--- config.mk ---
export PLATFORM = sky130hd
export DESIGN_NAME = aes128_ctrl
export DESIGN_NICKNAME = d
export VERILOG_FILES = /design/src/rtl/aes128_pkg.sv /design/src/rtl/aes128_ctrl.sv
export VERILOG_INCLUDE_DIRS = /design/src /design/src/rtl
export SDC_FILE = /design/constraint.sdc
export NUM_CORES = 1
export LEC_CHECK = 0
export BUFFER_PORTS_ARGS = -buffer_cell sky130_fd_sc_hd__buf_2
export CORE_MARGIN = 2
export CORE_UTILIZATION = 30
export DETAILED_ROUTE_END_ITERATION = 6
export PLACE_DENSITY_LB_ADDON = 0.05
export SYNTH_ARGS = -nofsm -noshare
export SYNTH_HDL_FRONTEND = slang
export SYNTH_SLANG_ARGS = --single-unit
--- constraint.sdc ---
create_clock -name clk -period 2.1 [get_ports clk]
set_input_delay 0.105 -clock clk [delete_from_list [all_inputs] [get_ports clk]]
set_output_delay 0.105 -clock clk [all_outputs]
set_load 0.01 [all_outputs]
--- src/rtl/aes128_block_cipher_assert.svh ---
// ----------------------------------------------------------------------------
// AES-128 assertion macros
// Shared concurrent assertion forms for the cipher block.
// ----------------------------------------------------------------------------
`ifndef AES128_BLOCK_CIPHER_ASSERT_SVH
`define AES128_BLOCK_CIPHER_ASSERT_SVH

// same-cycle implication
`define AES_ASSERT_NOW(label, ante, cons, msg) \
  label: assert property (@(posedge clk) disable iff (!rst_n) (ante) |-> (cons)) \
    else $error(msg);

// next-cycle implication
`define AES_ASSERT_NEXT(label, ante, cons, msg) \
  label: assert property (@(posedge clk) disable iff (!rst_n) (ante) |=> (cons)) \
    else $error(msg);

`endif

--- src/rtl/aes128_pkg.sv ---
// ----------------------------------------------------------------------------
// AES-128 package
// Constants, S-box tables, round and key schedule functions.
// ----------------------------------------------------------------------------
package aes128_pkg;

  localparam int         RK_IDX_W    = 4;
  localparam logic [3:0] ROUND_COUNT = 4'd10;

  localparam logic CMD_ENCRYPT = 1'b0;
  localparam logic CMD_DECRYPT = 1'b1;

  localparam logic IDX_KEY_HIGH = 1'b0;
  localparam logic IDX_KEY_LOW  = 1'b1;

  localparam logic [7:0] GF_POLY = 8'h1b;

  typedef struct packed {
    logic                load;
    logic                expand;
    logic                round;
    logic                last;
    logic                dec;
    logic [RK_IDX_W-1:0] rk_idx;
  } dp_cmd_t;

  localparam logic [7:0] FWD_SBOX [256] = '{
    8'h63,8'h7c,8'h77,8'h7b,8'hf2,8'h6b,8'h6f,8'hc5,8'h30,8'h01,8'h67,8'h2b,8'hfe,8'hd7,8'hab,8'h76,
    8'hca,8'h82,8'hc9,8'h7d,8'hfa,8'h59,8'h47,8'hf0,8'had,8'hd4,8'ha2,8'haf,8'h9c,8'ha4,8'h72,8'hc0,
    8'hb7,8'hfd,8'h93,8'h26,8'h36,8'h3f,8'hf7,8'hcc,8'h34,8'ha5,8'he5,8'hf1,8'h71,8'hd8,8'h31,8'h15,
    8'h04,8'hc7,8'h23,8'hc3,8'h18,8'h96,8'h05,8'h9a,8'h07,8'h12,8'h80,8'he2,8'heb,8'h27,8'hb2,8'h75,
    8'h09,8'h83,8'h2c,8'h1a,8'h1b,8'h6e,8'h5a,8'ha0,8'h52,8'h3b,8'hd6,8'hb3,8'h29,8'he3,8'h2f,8'h84,
    8'h53,8'hd1,8'h00,8'hed,8'h20,8'hfc,8'hb1,8'h5b,8'h6a,8'hcb,8'hbe,8'h39,8'h4a,8'h4c,8'h58,8'hcf,
    8'hd0,8'hef,8'haa,8'hfb,8'h43,8'h4d,8'h33,8'h85,8'h45,8'hf9,8'h02,8'h7f,8'h50,8'h3c,8'h9f,8'ha8,
    8'h51,8'ha3,8'h40,8'h8f,8'h92,8'h9d,8'h38,8'hf5,8'hbc,8'hb6,8'hda,8'h21,8'h10,8'hff,8'hf3,8'hd2,
    8'hcd,8'h0c,8'h13,8'hec,8'h5f,8'h97,8'h44,8'h17,8'hc4,8'ha7,8'h7e,8'h3d,8'h64,8'h5d,8'h19,8'h73,
    8'h60,8'h81,8'h4f,8'hdc,8'h22,8'h2a,8'h90,8'h88,8'h46,8'hee,8'hb8,8'h14,8'hde,8'h5e,8'h0b,8'hdb,
    8'he0,8'h32,8'h3a,8'h0a,8'h49,8'h06,8'h24,8'h5c,8'hc2,8'hd3,8'hac,8'h62,8'h91,8'h95,8'he4,8'h79,
    8'he7,8'hc8,8'h37,8'h6d,8'h8d,8'hd5,8'h4e,8'ha9,8'h6c,8'h56,8'hf4,8'hea,8'h65,8'h7a,8'hae,8'h08,
    8'hba,8'h78,8'h25,8'h2e,8'h1c,8'ha6,8'hb4,8'hc6,8'he8,8'hdd,8'h74,8'h1f,8'h4b,8'hbd,8'h8b,8'h8a,
    8'h70,8'h3e,8'hb5,8'h66,8'h48,8'h03,8'hf6,8'h0e,8'h61,8'h35,8'h57,8'hb9,8'h86,8'hc1,8'h1d,8'h9e,
    8'he1,8'hf8,8'h98,8'h11,8'h69,8'hd9,8'h8e,8'h94,8'h9b,8'h1e,8'h87,8'he9,8'hce,8'h55,8'h28,8'hdf,
    8'h8c,8'ha1,8'h89,8'h0d,8'hbf,8'he6,8'h42,8'h68,8'h41,8'h99,8'h2d,8'h0f,8'hb0,8'h54,8'hbb,8'h16};

  localparam logic [7:0] INV_SBOX [256] = '{
    8'h52,8'h09,8'h6a,8'hd5,8'h30,8'h36,8'ha5,8'h38,8'hbf,8'h40,8'ha3,8'h9e,8'h81,8'hf3,8'hd7,8'hfb,
    8'h7c,8'he3,8'h39,8'h82,8'h9b,8'h2f,8'hff,8'h87,8'h34,8'h8e,8'h43,8'h44,8'hc4,8'hde,8'he9,8'hcb,
    8'h54,8'h7b,8'h94,8'h32,8'ha6,8'hc2,8'h23,8'h3d,8'hee,8'h4c,8'h95,8'h0b,8'h42,8'hfa,8'hc3,8'h4e,
    8'h08,8'h2e,8'ha1,8'h66,8'h28,8'hd9,8'h24,8'hb2,8'h76,8'h5b,8'ha2,8'h49,8'h6d,8'h8b,8'hd1,8'h25,
    8'h72,8'hf8,8'hf6,8'h64,8'h86,8'h68,8'h98,8'h16,8'hd4,8'ha4,8'h5c,8'hcc,8'h5d,8'h65,8'hb6,8'h92,
    8'h6c,8'h70,8'h48,8'h50,8'hfd,8'hed,8'hb9,8'hda,8'h5e,8'h15,8'h46,8'h57,8'ha7,8'h8d,8'h9d,8'h84,
    8'h90,8'hd8,8'hab,8'h00,8'h8c,8'hbc,8'hd3,8'h0a,8'hf7,8'he4,8'h58,8'h05,8'hb8,8'hb3,8'h45,8'h06,
    8'hd0,8'h2c,8'h1e,8'h8f,8'hca,8'h3f,8'h0f,8'h02,8'hc1,8'haf,8'hbd,8'h03,8'h01,8'h13,8'h8a,8'h6b,
    8'h3a,8'h91,8'h11,8'h41,8'h4f,8'h67,8'hdc,8'hea,8'h97,8'hf2,8'hcf,8'hce,8'hf0,8'hb4,8'he6,8'h73,
    8'h96,8'hac,8'h74,8'h22,8'he7,8'had,8'h35,8'h85,8'he2,8'hf9,8'h37,8'he8,8'h1c,8'h75,8'hdf,8'h6e,
    8'h47,8'hf1,8'h1a,8'h71,8'h1d,8'h29,8'hc5,8'h89,8'h6f,8'hb7,8'h62,8'h0e,8'haa,8'h18,8'hbe,8'h1b,
    8'hfc,8'h56,8'h3e,8'h4b,8'hc6,8'hd2,8'h79,8'h20,8'h9a,8'hdb,8'hc0,8'hfe,8'h78,8'hcd,8'h5a,8'hf4,
    8'h1f,8'hdd,8'ha8,8'h33,8'h88,8'h07,8'hc7,8'h31,8'hb1,8'h12,8'h10,8'h59,8'h27,8'h80,8'hec,8'h5f,
    8'h60,8'h51,8'h7f,8'ha9,8'h19,8'hb5,8'h4a,8'h0d,8'h2d,8'he5,8'h7a,8'h9f,8'h93,8'hc9,8'h9c,8'hef,
    8'ha0,8'he0,8'h3b,8'h4d,8'hae,8'h2a,8'hf5,8'hb0,8'hc8,8'heb,8'hbb,8'h3c,8'h83,8'h53,8'h99,8'h61,
    8'h17,8'h2b,8'h04,8'h7e,8'hba,8'h77,8'hd6,8'h26,8'he1,8'h69,8'h14,8'h63,8'h55,8'h21,8'h0c,8'h7d};

  function automatic logic [7:0] xtime(input logic [7:0] a);
    return {a[6:0], 1'b0} ^ (a[7] ? GF_POLY : 8'h00);
  endfunction

  // round constant for expansion step k (1..10)
  function automatic logic [7:0] rcon(input logic [RK_IDX_W-1:0] k);
    logic [7:0] r;
    case (k)
      4'd1:    r = 8'h01;
      4'd2:    r = 8'h02;
      4'd3:    r = 8'h04;
      4'd4:    r = 8'h08;
      4'd5:    r = 8'h10;
      4'd6:    r = 8'h20;
      4'd7:    r = 8'h40;
      4'd8:    r = 8'h80;
      4'd9:    r = 8'h1b;
      4'd10:   r = 8'h36;
      default: r = 8'h00;
    endcase
    return r;
  endfunction

  // byte i of the block sits at bits 127-8i downwards
  function automatic logic [127:0] byte_subst(input logic [127:0] s, input logic inv);
    logic [127:0] t;
    for (int i = 0; i < 16; i++) begin
      t[127-8*i -: 8] = inv ? INV_SBOX[s[127-8*i -: 8]] : FWD_SBOX[s[127-8*i -: 8]];
    end
    return t;
  endfunction

  function automatic logic [127:0] row_rotate(input logic [127:0] s, input logic inv);
    logic [127:0] t;
    for (int c = 0; c < 4; c++) begin
      for (int r = 0; r < 4; r++) begin
        t[127-8*(r+4*c) -: 8] = inv ? s[127-8*(r+4*((c+4-r)%4)) -: 8]
                                    : s[127-8*(r+4*((c+r)%4)) -: 8];
      end
    end
    return t;
  endfunction

  function automatic logic [127:0] col_mix(input logic [127:0] s);
    logic [127:0] t;
    logic [7:0]   a0, a1, a2, a3;
    for (int c = 0; c < 4; c++) begin
      a0 = s[127-32*c -: 8];
      a1 = s[119-32*c -: 8];
      a2 = s[111-32*c -: 8];
      a3 = s[103-32*c -: 8];
      t[127-32*c -: 8] = xtime(a0) ^ xtime(a1) ^ a1 ^ a2 ^ a3;
      t[119-32*c -: 8] = a0 ^ xtime(a1) ^ xtime(a2) ^ a2 ^ a3;
      t[111-32*c -: 8] = a0 ^ a1 ^ xtime(a2) ^ xtime(a3) ^ a3;
      t[103-32*c -: 8] = xtime(a0) ^ a0 ^ a1 ^ a2 ^ xtime(a3);
    end
    return t;
  endfunction

  function automatic logic [7:0] mul9(input logic [7:0] a);
    return xtime(xtime(xtime(a))) ^ a;
  endfunction
  function automatic logic [7:0] mulb(input logic [7:0] a);
    return xtime(xtime(xtime(a))) ^ xtime(a) ^ a;
  endfunction
  function automatic logic [7:0] muld(input logic [7:0] a);
    return xtime(xtime(xtime(a))) ^ xtime(xtime(a)) ^ a;
  endfunction
  function automatic logic [7:0] mule(input logic [7:0] a);
    return xtime(xtime(xtime(a))) ^ xtime(xtime(a)) ^ xtime(a);
  endfunction

  function automatic logic [127:0] inv_col_mix(input logic [127:0] s);
    logic [127:0] t;
    logic [7:0]   a0, a1, a2, a3;
    for (int c = 0; c < 4; c++) begin
      a0 = s[127-32*c -: 8];
      a1 = s[119-32*c -: 8];
      a2 = s[111-32*c -: 8];
      a3 = s[103-32*c -: 8];
      t[127-32*c -: 8] = mule(a0) ^ mulb(a1) ^ muld(a2) ^ mul9(a3);
      t[119-32*c -: 8] = mul9(a0) ^ mule(a1) ^ mulb(a2) ^ muld(a3);
      t[111-32*c -: 8] = muld(a0) ^ mul9(a1) ^ mule(a2) ^ mulb(a3);
      t[103-32*c -: 8] = mulb(a0) ^ muld(a1) ^ mul9(a2) ^ mule(a3);
    end
    return t;
  endfunction

  // next 128-bit round key from the previous one
  function automatic logic [127:0] next_round_key(input logic [127:0] k,
                                                  input logic [RK_IDX_W-1:0] step);
    logic [31:0] w0, w1, w2, w3, t;
    w0 = k[127:96];
    w1 = k[95:64];
    w2 = k[63:32];
    w3 = k[31:0];
    t  = {FWD_SBOX[w3[23:16]], FWD_SBOX[w3[15:8]], FWD_SBOX[w3[7:0]], FWD_SBOX[w3[31:24]]};
    w0 = w0 ^ t ^ {rcon(step), 24'h0};
    w1 = w1 ^ w0;
    w2 = w2 ^ w1;
    w3 = w3 ^ w2;
    return {w0, w1, w2, w3};
  endfunction

endpackage

--- src/rtl/aes128_ctrl.sv ---
// ----------------------------------------------------------------------------
// AES-128 controller
// Sequences key expansion and the round iterations, drives the strobe.
// ----------------------------------------------------------------------------
module aes128_ctrl (
  input  logic                  clk,
  input  logic                  rst_n,
  input  logic                  start,
  input  logic                  in_cmd,
  input  logic                  cfg_we,
  output logic                  busy,
  output logic                  out_valid,
  output aes128_pkg::dp_cmd_t   cmd
);
  import aes128_pkg::*;
  `include "aes128_block_cipher_assert.svh"

  typedef enum logic [3:0] {
    ST_IDLE   = 4'b0001,
    ST_EXPAND = 4'b0010,
    ST_ROUND  = 4'b0100,
    ST_DONE   = 4'b1000
  } state_t;

  state_t                state_r, state_nxt;
  logic [RK_IDX_W-1:0]   cnt_r, cnt_nxt;
  logic                  dec_r, dec_nxt;

  always_comb begin
    state_nxt = state_r;
    cnt_nxt   = cnt_r;
    dec_nxt   = dec_r;
    cmd       = '0;
    cmd.dec   = dec_r;
    unique case (state_r)
      ST_IDLE: begin
        if (start) begin
          cmd.load   = 1'b1;
          cmd.rk_idx = (in_cmd == CMD_DECRYPT) ? ROUND_COUNT : '0;
          dec_nxt    = in_cmd;
          cnt_nxt    = RK_IDX_W'(1);
          state_nxt  = ST_ROUND;
        end
      end
      ST_EXPAND: begin
        cmd.expand = 1'b1;
        cmd.rk_idx = cnt_r;
        if (cnt_r == ROUND_COUNT) state_nxt = ST_IDLE;
        else                      cnt_nxt   = cnt_r + RK_IDX_W'(1);
      end
      ST_ROUND: begin
        cmd.round  = 1'b1;
        cmd.last   = (cnt_r == ROUND_COUNT);
        cmd.rk_idx = dec_r ? (ROUND_COUNT - cnt_r) : cnt_r;
        if (cnt_r == ROUND_COUNT) state_nxt = ST_DONE;
        else                      cnt_nxt   = cnt_r + RK_IDX_W'(1);
      end
      ST_DONE: state_nxt = ST_IDLE;
      default: state_nxt = ST_IDLE;
    endcase
    // a key write re-runs the whole schedule
    if (cfg_we) begin
      state_nxt = ST_EXPAND;
      cnt_nxt   = '0;
    end
  end

  always_ff @(posedge clk) begin
    if (!rst_n) begin
      state_r <= ST_EXPAND;
      cnt_r   <= '0;
      dec_r   <= CMD_ENCRYPT;
    end else begin
      state_r <= state_nxt;
      cnt_r   <= cnt_nxt;
      dec_r   <= dec_nxt;
    end
  end

  assign busy      = (state_r != ST_IDLE);
  assign out_valid = (state_r == ST_DONE);

  `AES_ASSERT_NEXT(a_start_busy, start && !busy && !cfg_we, busy, "start not taken")
  `AES_ASSERT_NEXT(a_strobe_once, out_valid, !out_valid, "strobe held")
  `AES_ASSERT_NEXT(a_cfg_expand, cfg_we, state_r == ST_EXPAND, "key write ignored")
  `AES_ASSERT_NOW(a_done_last, out_valid, cnt_r == ROUND_COUNT, "result before last round")

endmodule

==> impl_metrics.tcl <==
set metrics [dict create \
    synthFlopType "dfxtp_1" \
    status "completed" \
    critPathKind "reg -> out" \
    ys_ff_latch 9 \
    yosysTopAreaCellShare_pct 29.1 \
    yosysWarnings 0 \
    wl_per_cell_um 13.1 \
    worst_slew_pin_slew_ps 394 \
    hold_viol 0 \
    htree_levels 1 \
    syn_nets 80 \
    synthXorXnorAreaFrac_pct 1.41 \
    antennaDiodeCount 0 \
    clock_sinks 9 \
    yosysTopAreaCell "dfxtp_1" \
    synth-compound-area-share_pct 28.3 \
    hp-class "in -> reg" \
    synth_top_family_by_area "simple AND/OR/NAND/NOR gates" \
    io_buffers 15 \
    grt_first_pass_wirelength_um 2650 \
    r2r_end "state_r[0]$_SDFFE_PP0P_" \
    whs_path_depth 2 \
    synth-edff-count 0 \
    min_from "rst_n" \
    setup_viol 0 \
    worstSetupStartpointType "flop" \
    cts_buffers 3 \
    post_cts.repair.setup_buffers 0 \
    period_share_pct 94.8 \
    ant_nets 0 \
    final_cell_mix "15 x buf_2, 9 x dfxtp_1, 7 x nand2_1, 6 x nand3_1" \
    ys_types 38 \
    grt_antenna_before_repair 0 \
    netlist_instances 73 \
    cts_root_buf "clkbuf_4" \
    async_flop_share_pct 0 \
    vias 607 \
    cts.clk_slew.worst_paths_ps 70 \
    avgSynthCellArea_um2 8.48 \
    cts_buffer_depth 2 \
    die_area_mm2 0.00244 \
    hold_buffers 0 \
    fill_cells 226 \
    fmax_mhz 503 \
    hold_end "dec_r$_SDFFE_PN0P_" \
    core_area_mm2 0.00196 \
    drc 0 \
    dp_slack_ps 404 \
    rsz0062_at_grt "false" \
    reg2reg_depth 4 \
    ys_seq_area_share_pct 29.1 \
    relSlewSlack_pct 73.6 \
    startpoint "state_r[2]$_SDFFE_PP0P_" \
    finalCriticalPeriod_ps 1990 \
    fin_tns_setup_ps 0 \
    maxCapViolations 0 \
    r2r_start "state_r[2]$_SDFFE_PP0P_" \
    clock_latency_ps 280 \
    final_critical_path_setup_slack_ps 110 \
    grt_pass1_vias 589 \
    routed_via_density 5.10 \
    grt_max_degree 9 \
    dp_hpwl_um 1210 \
    dp_cells 115 \
    r2r_slack_ps 550 \
    cp.required_ps 2000 \
    final.setup_skew_ps 4.75 \
    yosys.area_share.simple_pct 30.9 \
    drt_first_pass_iters 4 \
    power_density_mw_per_mm2 474 \
    nets 100 \
    maxSlewViolCount 0 \
    netlist_area_um2 619 \
    cts_tree "built" \
    io_pins 16 \
    cp.arrival_ps 1880 \
    gr-usage-all-layers_pct 14.3 \
    worstPathMaxFanout 7 \
    first_iter_violations 3 \
    rows 16 \
    syn2layout_area_growth_pct 21.2 \
    start_util_pct 31.6 \
    endpoint_kind "output port" \
    final_common_cell "buf_2" \
    dieWidth_um 49.4 \
    yosys-mux-area-fraction_pct 0 \
    die_h_um 49.4 \
    synth-adder-area-share_pct 4.04 \
    stdcell_count 119 \
    gr-total-overflow 0 \
    synth.area.top_cells "dfxtp_1 29%, nand3_1 4.8%, nand2_1 4.2%, ha_1 4.0%, nor4b_4 3.8%" \
    cts-resized-gates 0 \
    wirelength_um 1560 \
    gp_congestion 0.761 \
    leakage_nw 0.301 \
    drive_gt1_share_pct 30.4 \
    ir_worst_vdd_mv 0.280 \
]
-- metal layers --
metal	part of all wire [%]	vias to the layer above	wire length, um	GRT usage [%]
met5	0	-	0	0
met4	2.3	0	36	8.33
met3	3.1	5	49	3.07
met2	46	12	714	23.4
met1	49	276	758	17.0
li1	-	314	-	-
-- cell families (layout without fill, tap and decap cells) --
| kind of cell | after synthesis | after routing |
|---|---|---|
| adders and majority gates | 2 | 2 |
| DFF | 9 | 9 |
| xor gates and xnor gates | 1 | 1 |
| and+or+nand+nor | 31 | 31 |
| buffers and inverters | 7 | 26 |
| AOI/OAI and AO/OA | 23 | 23 |
-- how the worst max path moves through the flow --
stage | endpoint | slack (ps) | depth (start not counted)
2_1_floorplan | cmd[3] | 570 | 3
3_3_place_gp | cmd[3] | 430 | 5
3_5_place_dp | cmd[3] | 400 | 5
4_1_cts | cmd[3] | 100 | 5
5_1_grt | cmd[3] | 20 | 5
6_report | cmd[3] | 110 | 5
-- report_power, final --
group          internal, mW  leakage [nW]  total, mW  switching, mW
clock                0.0737        0.0150      0.154         0.0806
combinational        0.0125         0.214     0.0261         0.0136
sequential            0.172        0.0728      0.176        0.00316
total                 0.259         0.301      0.356         0.0974
-- final cells by class --
| class | instances | area (um^2) | share of cell area [%] |
|---|---|---|---|
| clock buffers | 4 | 26.3 | 3.50 |
| inverters | 5 | 20.0 | 2.67 |
| multi-input cells | 57 | 400 | 53.3 |
| flip-flops and latches | 9 | 180 | 24.0 |
| well taps | 27 | 33.8 | 4.50 |
| repair buffers | 17 | 90.1 | 12.0 |
-- cell usage after synthesis (all sizes together), types with 2 or more instances --
cell type	n
dfxtp	9
nand2	7
nand3	6
nor2	5
o21ai	5
a21oi	4
inv	4
nor4b	3
a21boi	2
a31oi	2
and3	2
buf	2
ha	2
nand2b	2
nand3b	2
-- worst max-delay path, cell delays in order, from the launching register on --
cell and delay (ps):
dfxtp_1 440, or4b_1 640, a31oi_4 200, o21ai_1 70, o311ai_1 90, buf_2 180
-- stage by stage --
stage	hold WS, ps	total power, mW	utilization, %	instance area (um^2)
after floorplan	259	0.194	-	619
after global routing	94.6	0.366	38.3	751
after CTS	97.6	0.354	38.3	751
final	95.4	0.356	38.3	751
after detailed placement	388	0.206	36.9	724
after global placement	385	0.207	36.9	724
-- state kept, by name, summed over array words and instances, names as in the netlist --
name     cells
cnt_r        4
dec_r        1
state_r      4
Power figures use the tool's default switching activity.
